[src/sv/zs_pkg.sv]
// ============================================================================
// zs_pkg: shared types and constants for the thinning sub-pass core
// Holds register indexes, rule limits, the stage tag and the deletion test.
// ============================================================================
package zs_pkg;

   // Configuration register indexes
   localparam logic [1:0] CSR_IMAGE_WIDTH    = 2'd0;
   localparam logic [1:0] CSR_IMAGE_HEIGHT   = 2'd1;
   localparam logic [1:0] CSR_SUBPASS_SELECT = 2'd2;

   localparam int CSR_INDEX_W = 2;
   localparam int CSR_DATA_W  = 13;
   localparam int CFG_WIDTH_W  = 11;
   localparam int CFG_HEIGHT_W = 13;

   // Row position runs to image_height + 1, so 13 bits suffice.
   localparam int ROW_W      = 13;
   localparam int MAX_HEIGHT = 4096;

   // Rule limits on transition count and neighbour sum
   localparam logic [3:0] TRANS_TARGET = 4'd1;
   localparam logic [3:0] SUM_MIN      = 4'd2;
   localparam logic [3:0] SUM_MAX      = 4'd6;

   // Per-item control carried from the position tracker to the window stage
   typedef struct packed {
      logic pix;       // pixel value, flush forced to background
      logic emit;      // this item produces a result
      logic interior;  // window centre is not a border position
      logic fend;      // result closes the frame
   } zs_tag_type;

   // Window layout: bits 0..2 right column, 3..5 centre, 6..8 left;
   // the lowest bit of a column is the top row.
   function automatic logic zs_deletable(input logic [8:0] win, input logic sel);
      logic [7:0] n;
      logic [3:0] a;
      logic [3:0] b;
      logic       m1;
      logic       m2;
      n = {win[6], win[7], win[8], win[5], win[2], win[1], win[0], win[3]};
      a = 4'd0;
      b = 4'd0;
      for (int k = 0; k < 8; k++) begin
         b = b + 4'(n[k]);
         if (!n[k] && n[(k + 1) % 8]) begin
            a = a + 4'd1;
         end
      end
      if (!sel) begin
         m1 = n[0] & n[2] & n[4];
         m2 = n[2] & n[4] & n[6];
      end else begin
         m1 = n[0] & n[2] & n[6];
         m2 = n[0] & n[4] & n[6];
      end
      return (a == TRANS_TARGET) && (b >= SUM_MIN) && (b <= SUM_MAX) && !m1 && !m2;
   endfunction

endpackage

[src/sv/zs_line_mem.sv]
// ============================================================================
// zs_line_mem: two-line store
// One synchronous memory holding the upper and middle line bit per column,
// with a write-to-read bypass for same-address accesses in one cycle.
// ============================================================================
module zs_line_mem #(
   parameter int DEPTH = 1024,
   parameter int AW    = 10
) (
   input  logic          clock,
   input  logic          rd_en,
   input  logic [AW-1:0] rd_addr,
   input  logic          wr_en,
   input  logic [AW-1:0] wr_addr,
   input  logic [1:0]    wr_data,   // [0] upper line, [1] middle line
   output logic [1:0]    rd_data    // [0] upper line, [1] middle line
);

   logic [1:0] line_ff [DEPTH];
   logic [1:0] rd_data_ff;
   logic       byp_ff;
   logic [1:0] byp_data_ff;

   always_ff @(posedge clock) begin
      if (wr_en) begin
         line_ff[wr_addr] <= wr_data;
      end
      if (rd_en) begin
         rd_data_ff  <= line_ff[rd_addr];
         byp_ff      <= wr_en && (wr_addr == rd_addr);
         byp_data_ff <= wr_data;
      end
   end

   assign rd_data = byp_ff ? byp_data_ff : rd_data_ff;

endmodule

[src/sv/zs_pos_track.sv]
// ============================================================================
// zs_pos_track: frame position tracker
// Counts column and row of each incoming item and tags it with its role.
// ============================================================================
module zs_pos_track #(
   parameter int CW = 10
) (
   input  logic                    clock,
   input  logic                    reset,
   input  logic                    accept,
   input  logic                    pixel_in,
   input  logic                    flush,
   input  logic [CW:0]             width_eff,
   input  logic [zs_pkg::ROW_W-1:0] height_eff,
   output logic [CW-1:0]           column,
   output zs_pkg::zs_tag_type      tag
);
   import zs_pkg::*;

   logic [CW-1:0]    col_ff, col_in;
   logic [ROW_W-1:0] row_ff, row_in;
   logic [CW:0]      col_next;
   logic             wrap;

   always_comb begin
      col_next     = {1'b0, col_ff} + 1'b1;
      wrap         = col_next >= width_eff;
      tag.pix      = pixel_in & ~flush;
      tag.emit     = (row_ff >= ROW_W'(2)) || (row_ff == ROW_W'(1) && col_ff != '0);
      // a column at or past the current width counts as border
      tag.interior = (col_ff >= CW'(2)) && ({1'b0, col_ff} < width_eff)
                     && (row_ff >= ROW_W'(2)) && (row_ff < height_eff);
      tag.fend     = tag.emit && (col_ff == '0) && (row_ff >= height_eff + 1'b1);
      col_in = col_ff;
      row_in = row_ff;
      if (accept) begin
         if (tag.fend) begin
            col_in = '0;
            row_in = '0;
         end else if (wrap) begin
            col_in = '0;
            row_in = row_ff + 1'b1;
         end else begin
            col_in = col_next[CW-1:0];
         end
      end
   end

   assign column = col_ff;

   always_ff @(posedge clock) begin
      if (reset) begin
         col_ff <= '0;
         row_ff <= '0;
      end else begin
         col_ff <= col_in;
         row_ff <= row_in;
      end
   end

endmodule

[src/sv/zs_window_eval.sv]
// ============================================================================
// zs_window_eval: window stage and result register
// Completes the line-store read-modify-write, shifts the 3x3 window, applies
// the sub-pass rules and holds the result until the downstream transfer.
// ============================================================================
module zs_window_eval #(
   parameter int CW = 10
) (
   input  logic               clock,
   input  logic               reset,
   input  logic               accept,
   input  logic [CW-1:0]      column,
   input  zs_pkg::zs_tag_type tag,
   input  logic               subpass_sel,
   input  logic [1:0]         rd_data,
   output logic               take_ready,
   output logic               wr_en,
   output logic [CW-1:0]      wr_addr,
   output logic [1:0]         wr_data,
   output logic               out_valid,
   input  logic               out_ready,
   output logic               out_pixel,
   output logic               out_removed,
   output logic               out_frame_end,
   output logic               out_frame_changed
);
   import zs_pkg::*;

   logic          s1_valid_ff, s1_valid_in;
   zs_tag_type    s1_tag_ff;
   logic [CW-1:0] s1_col_ff;
   logic [8:0]    win_ff, win_in;
   logic          any_ff, any_in;
   logic          rsp_valid_ff, rsp_valid_in;
   logic          pix_ff, rem_ff, fend_ff, chg_ff;
   logic          s1_go;
   logic          rem;
   logic          centre;

   always_comb begin
      s1_go       = s1_valid_ff && (!s1_tag_ff.emit || !rsp_valid_ff || out_ready);
      take_ready  = !s1_valid_ff || s1_go;
      s1_valid_in = accept ? 1'b1 : (s1_go ? 1'b0 : s1_valid_ff);

      // Upper takes the old middle bit, middle takes the new pixel
      wr_en   = s1_go;
      wr_addr = s1_col_ff;
      wr_data = {s1_tag_ff.pix, rd_data[1]};

      win_in = {win_ff[5:0], s1_tag_ff.pix, rd_data[1], rd_data[0]};
      if (!s1_go) begin
         win_in = win_ff;
      end
      centre = win_in[4];
      rem    = centre && s1_tag_ff.interior && zs_deletable(win_in, subpass_sel);

      any_in = any_ff;
      if (s1_go && s1_tag_ff.emit) begin
         any_in = s1_tag_ff.fend ? 1'b0 : (any_ff | rem);
      end

      rsp_valid_in = rsp_valid_ff;
      if (s1_go && s1_tag_ff.emit) begin
         rsp_valid_in = 1'b1;
      end else if (out_ready) begin
         rsp_valid_in = 1'b0;
      end
   end

   always_ff @(posedge clock) begin
      if (reset) begin
         s1_valid_ff  <= 1'b0;
         win_ff       <= '0;
         any_ff       <= 1'b0;
         rsp_valid_ff <= 1'b0;
      end else begin
         s1_valid_ff  <= s1_valid_in;
         win_ff       <= win_in;
         any_ff       <= any_in;
         rsp_valid_ff <= rsp_valid_in;
      end
   end

   always_ff @(posedge clock) begin
      if (accept) begin
         s1_tag_ff <= tag;
         s1_col_ff <= column;
      end
      if (s1_go && s1_tag_ff.emit) begin
         pix_ff  <= centre & ~rem;
         rem_ff  <= rem;
         fend_ff <= s1_tag_ff.fend;
         chg_ff  <= s1_tag_ff.fend & (any_ff | rem);
      end
   end

   assign out_valid         = rsp_valid_ff;
   assign out_pixel         = pix_ff;
   assign out_removed       = rem_ff;
   assign out_frame_end     = fend_ff;
   assign out_frame_changed = chg_ff;

endmodule

[src/sv/zhang_suen_thinning_subpass_core.sv]
// ============================================================================
// zhang_suen_thinning_subpass_core: one Zhang-Suen thinning sub-pass
// Streams a binary image through a 3x3 window and clears deletable pixels.
// ============================================================================
// The core takes one pixel per clock and gives one result per clock once the
// window has filled, while rsp_tready stays high. Every input transfer, flush
// or not, advances the frame position; results lag the input by image_width+1
// transfers, so follow each frame with image_width+1 flush transfers.
// Throughput is set by the single line-store memory, which is read when a
// pixel arrives and written back as the pixel leaves the window stage; the
// one same-address case (the first pixel after a frame end) is served by a
// bypass. Border pixels pass through unchanged. The result carrying tlast
// closes the frame and reports in frame_changed whether any pixel was removed.
// The line store has no clearing pass after reset: stale entries only ever
// meet border positions. Write configuration only while the core is idle.
// ============================================================================
module zhang_suen_thinning_subpass_core #(
   parameter int MAX_WIDTH = 1024
) (
   input  logic                           clock,
   input  logic                           reset,
   // input pixel stream
   input  logic                           req_tvalid,
   output logic                           req_tready,
   input  logic [7:0]                     req_tdata,   // [0] pixel_in, [7:1] zero
   input  logic                           req_tuser,   // [0] flush
   // result stream
   output logic                           rsp_tvalid,
   input  logic                           rsp_tready,
   output logic [7:0]                     rsp_tdata,   // [0] pixel_out, [1] removed,
                                                       // [2] frame_changed, [7:3] zero
   output logic                           rsp_tlast,   // frame_end
   // configuration writes
   input  logic                           csr_valid,
   output logic                           csr_ready,
   input  logic [zs_pkg::CSR_INDEX_W-1:0] csr_index,
   input  logic [zs_pkg::CSR_DATA_W-1:0]  csr_data
);
   import zs_pkg::*;

   localparam int CW   = $clog2(MAX_WIDTH);
   localparam int CMPW = (CW + 1 > CFG_WIDTH_W) ? CW + 1 : CFG_WIDTH_W;

   logic [CFG_WIDTH_W-1:0]  width_cfg_ff;
   logic [CFG_HEIGHT_W-1:0] height_cfg_ff;
   logic                    sel_ff;

   logic [CMPW-1:0]  width_ext;
   logic [CW:0]      width_eff;
   logic [ROW_W-1:0] height_eff;

   logic          req_xfer;
   logic          take_ready;
   logic [CW-1:0] column;
   zs_tag_type    tag;
   logic [1:0]    rd_data;
   logic          wr_en;
   logic [CW-1:0] wr_addr;
   logic [1:0]    wr_data;
   logic          out_pixel, out_removed, out_changed;

   // Configuration: always ready, ignore unknown indexes
   assign csr_ready = 1'b1;

   always_ff @(posedge clock) begin
      if (reset) begin
         width_cfg_ff  <= CFG_WIDTH_W'(1024);
         height_cfg_ff <= CFG_HEIGHT_W'(1024);
         sel_ff        <= 1'b0;
      end else if (csr_valid) begin
         case (csr_index)
            CSR_IMAGE_WIDTH:    width_cfg_ff  <= csr_data[CFG_WIDTH_W-1:0];
            CSR_IMAGE_HEIGHT:   height_cfg_ff <= csr_data[CFG_HEIGHT_W-1:0];
            CSR_SUBPASS_SELECT: sel_ff        <= csr_data[0];
            default: ;
         endcase
      end
   end

   // Saturate the frame size to the supported range
   always_comb begin
      width_ext = CMPW'(width_cfg_ff);
      if (width_ext < CMPW'(3)) begin
         width_eff = (CW + 1)'(3);
      end else if (width_ext > CMPW'(MAX_WIDTH)) begin
         width_eff = (CW + 1)'(MAX_WIDTH);
      end else begin
         width_eff = width_ext[CW:0];
      end
      if (height_cfg_ff < CFG_HEIGHT_W'(3)) begin
         height_eff = ROW_W'(3);
      end else if (height_cfg_ff > CFG_HEIGHT_W'(MAX_HEIGHT)) begin
         height_eff = ROW_W'(MAX_HEIGHT);
      end else begin
         height_eff = height_cfg_ff;
      end
   end

   // Accept a pixel whenever the window stage can advance
   assign req_tready = take_ready;
   assign req_xfer   = req_tvalid && take_ready;

   zs_pos_track #(
      .CW(CW)
   ) u_pos (
      .clock     (clock),
      .reset     (reset),
      .accept    (req_xfer),
      .pixel_in  (req_tdata[0]),
      .flush     (req_tuser),
      .width_eff (width_eff),
      .height_eff(height_eff),
      .column    (column),
      .tag       (tag)
   );

   // Read the column's line bits as the pixel arrives
   zs_line_mem #(
      .DEPTH(MAX_WIDTH),
      .AW   (CW)
   ) u_mem (
      .clock  (clock),
      .rd_en  (req_xfer),
      .rd_addr(column),
      .wr_en  (wr_en),
      .wr_addr(wr_addr),
      .wr_data(wr_data),
      .rd_data(rd_data)
   );

   // Write back, shift the window, decide, hold the result
   zs_window_eval #(
      .CW(CW)
   ) u_eval (
      .clock            (clock),
      .reset            (reset),
      .accept           (req_xfer),
      .column           (column),
      .tag              (tag),
      .subpass_sel      (sel_ff),
      .rd_data          (rd_data),
      .take_ready       (take_ready),
      .wr_en            (wr_en),
      .wr_addr          (wr_addr),
      .wr_data          (wr_data),
      .out_valid        (rsp_tvalid),
      .out_ready        (rsp_tready),
      .out_pixel        (out_pixel),
      .out_removed      (out_removed),
      .out_frame_end    (rsp_tlast),
      .out_frame_changed(out_changed)
   );

   assign rsp_tdata = {5'b0, out_changed, out_removed, out_pixel};

endmodule

[config.mk]
export PLATFORM = sky130hd
export DESIGN_NAME = zhang_suen_thinning_subpass_core
export DESIGN_NICKNAME = d
export VERILOG_FILES = /design/src/sv/zs_pkg.sv /design/src/sv/zs_line_mem.sv /design/src/sv/zs_pos_track.sv /design/src/sv/zs_window_eval.sv /design/src/sv/zhang_suen_thinning_subpass_core.sv
export SDC_FILE = /design/constraint.sdc
export NUM_CORES = 2
export LEC_CHECK = 0
export CAP_MARGIN = 20
export CORE_AREA = 2 2 502 305
export DETAILED_ROUTE_END_ITERATION = 10
export DIE_AREA = 0 0 504 307
export DONT_BUFFER_PORTS = 1
export PLACE_DENSITY = 0.77
export REMOVE_ABC_BUFFERS = 1
export SYNTH_ARGS = -nofsm -noshare
export SYNTH_HDL_FRONTEND = slang
export SYNTH_SLANG_ARGS = --single-unit
[constraint.sdc]
create_clock -name clock -period 19.38 [get_ports clock]
set_clock_uncertainty 0.05 [all_clocks]
set_input_delay 3.876 -clock clock [delete_from_list [all_inputs] [get_ports clock]]
set_output_delay 3.876 -clock clock [all_outputs]
set_load 0.05 [all_outputs]
==> flow_metrics.tcl <==
set metrics [dict create \
    slowest_stage "nand2_1" \
    worst_r2r_path_depth 22 \
    syn2layout_area_growth_pct 8.33 \
    boundaryPins 41 \
    fmax_mhz 110 \
    grt_pass1_wl_um 358000 \
    synthAdderAreaFrac_pct 0.998 \
    crit_path_start_kind "input port" \
    seq_area_frac_synth_pct 70.8 \
    path_cells "nand3b_1 -> nand2_1 -> mux2i_1 -> ha_1 -> inv_1 -> ha_1 -> o21ai_0 -> ha_1 -> nand2b_1 -> o21a_1 -> ha_1 -> mux2i_1 -> inv_1 -> ha_1 -> nand2_1 -> nand3_1 -> ha_1 -> mux2_2 -> ha_1 -> a211o_1 -> or3_1 -> o31ai_1" \
    timing_worst_setup_path_type "in2reg" \
    die_w_um 504 \
    slew_viol_final 0 \
    postSynth.asyncResetShare_pct 0 \
    final_cell_mix "2071 x edfxtp_1, 1109 x nor2_1, 461 x mux4_2" \
    worstSkewPairLatency_ps 840 \
    grt_max_degree 211 \
    drtIter0Drc 10200 \
    yosys.area.top_type "edfxtp_1" \
    synth_top_area_share_pct 69.5 \
    cts_tree "yes" \
    avgSynthCellArea_um2 16.4 \
    root_buffer "clkbuf_16" \
    crit_path_start "rsp_tready" \
    irDropWorstVdd_mv 0.0997 \
    viasPerCell 7.02 \
    required_ps 19990 \
    grtUsageTotal_pct 32.4 \
    synthMuxAreaShare_pct 13.9 \
    cp_top_family "adder cells" \
    rrSetupSlack_ps 12550 \
    mappedNetlistArea_um2 89500 \
    core_area_um2 151000 \
    ys_types 88 \
    p_leak_nw 29.1 \
    power_density_nw_per_um2 94.2 \
    cp_max_fo 16 \
    htree_num_levels 4 \
    initial_core_util_pct 59.3 \
    synth_top_family_by_area "multiplexers" \
    worst-path-stages 22 \
    cp_num_buf_inv 2 \
    cts_made_buffers 176 \
    yosys.area_share.simple_pct 7.52 \
    rr_startpoint "u_eval.out_valid" \
    crit_top_cell "ha_1" \
    hold_viol_final 0 \
    final_common_cell "edfxtp_1" \
    max_stage_delay_ps 600 \
    drc 0 \
    clockBufferDepth 3 \
    avgRoutedWirePerCell_um 33.5 \
    rsz0062_at_grt "no" \
    outcome "complete, no violations" \
    nets 5439 \
    ys_seq_elements 2131 \
    crit_arrival_ps 9690 \
    route.vias.total 52800 \
    clkTransAtPathRegs_ps 70 \
    netlist_instances 5443 \
    crit_path_end "u_eval.out_frame_changed" \
    place_hpwl_um 140000 \
    rows 111 \
    worst_pin_slew_ps 1340 \
    maxCapViolCount 0 \
    gp_congestion 0.871 \
    io_buffers 0 \
    drive_gt1_share_pct 17.1 \
    postCtsSetupBuffers 0 \
    yosysWarnings 0 \
    fin_cells 7525 \
    synth_flop_cell "edfxtp_1" \
    synth_edf_count 2071 \
    relSlewSlack_pct 10.8 \
    antenna_left 0 \
    die_height_um 307 \
    synth_xor_area_share_pct 0.390 \
    p_total_mw 9.13 \
    ys_top_cells_by_area "edfxtp_1 70%, mux4_2 12%, nor2_1 4.7%" \
    period_share_pct 46.9 \
    first_pass_iters 7 \
    cts_resized 0 \
    place_inst 7184 \
    synth_compound_area_share_pct 3.54 \
    cts.sinks 2131 \
    min_period_ps 9080 \
    cts_hold_buffers 0 \
    wirelength_um 252000 \
    grt_pass1_vias 50200 \
    cp-end-kind "flop" \
    reg2reg_to "u_eval.out_frame_changed" \
    grt.overflow.total 0 \
    grt_antenna_before_repair 8 \
    hp-class "reg2reg" \
    die_area_um2 155000 \
    setup_viol 0 \
]
cell usage after synthesis, types with 9 or more instances:
| master | instances |
|---|---|
| o221ai_1 | 12 |
| buf_8 | 14 |
| nand2b_1 | 18 |
| mux2_2 | 13 |
| xor2_1 | 10 |
| mux4_1 | 10 |
| o211ai_1 | 15 |
| nor4_1 | 15 |
| nor2b_1 | 23 |
| nor3b_1 | 9 |
| nand3_1 | 61 |
| nor3_1 | 43 |
| a221oi_1 | 31 |
| buf_1 | 28 |
| nor2_1 | 1112 |
| mux2i_1 | 166 |
| mux4_2 | 461 |
| nand4_1 | 26 |
| o21ai_0 | 45 |
| and2_1 | 9 |
| a21o_1 | 9 |
| ha_1 | 65 |
| nand2_1 | 251 |
| o21a_1 | 22 |
| buf_4 | 43 |
| edfxtp_1 | 2071 |
| or3_1 | 11 |
| a22oi_1 | 46 |
| buf_12 | 9 |
| clkbuf_1 | 252 |
| xnor2_1 | 28 |
| and3_1 | 16 |
| a21oi_1 | 103 |
| inv_1 | 33 |
| a211oi_1 | 20 |
| a31oi_1 | 22 |
| buf_2 | 64 |
| dfxtp_1 | 60 |
| a22o_1 | 16 |
| buf_6 | 24 |
| o22ai_1 | 35 |
area by class of cell:
| class | count | area [µm²] |
|---|---|---|
| antenna | 5 | 12.5 |
| clock buffer | 216 | 4600 |
| clock inverter | 107 | 882 |
| fill | 10100 | 53900 |
| inverter | 36 | 146 |
| multi-input combinational | 2846 | 23800 |
| sequential | 2131 | 63400 |
| tap | 2034 | 2540 |
| timing repair buffer | 150 | 1580 |
state kept, by name (all words and copies together) (netlist names):
signal                    count
u_pos.row_ff                 13
u_eval.s1_valid_ff            1
sel_ff                        1
u_eval.s1_tag_ff              3
u_eval.out_removed            1
u_mem.line_ff              2048
width_cfg_ff                 11
u_eval.win_ff                 9
u_eval.any_ff                 1
u_eval.wr_data                1
u_pos.column                 10
u_eval.out_frame_changed      1
u_eval.out_valid              1
u_mem.rd_data_ff              2
u_mem.byp_data_ff             2
u_mem.byp_ff                  1
height_cfg_ff                13
u_eval.wr_addr               10
u_eval.out_frame_end          1
u_eval.out_pixel              1
worst register-to-register path, delay by kind of cell, from the launching register on:
family | cells | cell delay [ps]
flops | 1 | 720
mux | 3 | 980
simple gates | 6 | 1790
buf+inv | 2 | 140
fa+ha+maj | 7 | 1980
compound gates | 4 | 1000
worst min path at each step:
stage	start	to	slack [ps]	cells past startpoint
2_1_floorplan	height_cfg_ff[5]	height_cfg_ff[5]	390	2
3_3_place_gp	u_eval.any_ff	u_eval.any_ff	400	1
3_5_place_dp	u_eval.any_ff	u_eval.any_ff	430	1
4_1_cts	u_eval.any_ff	u_eval.any_ff	450	1
5_1_grt	u_eval.any_ff	u_eval.any_ff	470	1
6_report	u_eval.any_ff	u_eval.any_ff	450	1
stage by stage:
stage | hold WS (ps) | worst slack, ps | TNS (ps) | utilization [%] | cell area (µm²)
after floorplan | 389 | -10900 | -299480 | - | 87100
after global placement | 399 | 9720 | 0 | 60.3 | 90900
after detailed placement | 432 | 9480 | 0 | 60.4 | 91100
after CTS | 447 | 10350 | 0 | 64.0 | 96600
after global routing | 466 | 9880 | 0 | 64.3 | 96900
final | 446 | 10300 | 0 | 64.3 | 96900
per-layer routing:
metal	wire (µm)	up-vias	part of all wire [%]	GRT usage [%]
li1	-	20900	-	-
met1	91100	26500	36	47.4
met2	107000	4789	42	44.8
met3	44500	660	18	12.5
met4	9780	14	3.9	11.3
met5	161	-	0.064	0
power breakdown:
part | internal [mW] | switching, mW | total [mW]
combinational | 0.196 | 0.336 | 0.532
clock | 1.81 | 1.68 | 3.49
sequential | 5.09 | 0.0143 | 5.10
kinds of logic (layout without fill, tap and decap cells):
kind of cell / count (synthesis) / count (layout)
AND/OR/NAND/NOR: 1629 / 1629
XOR/XNOR: 39 / 39
AO/OA/AOI/OAI: 453 / 453
multiplexers: 650 / 650
adder cells (fa/ha/maj): 69 / 69
other: 2 / 11
buffers and inverters: 470 / 509
flip-flops: 2131 / 2131
Power figures use the tool's default switching activity.
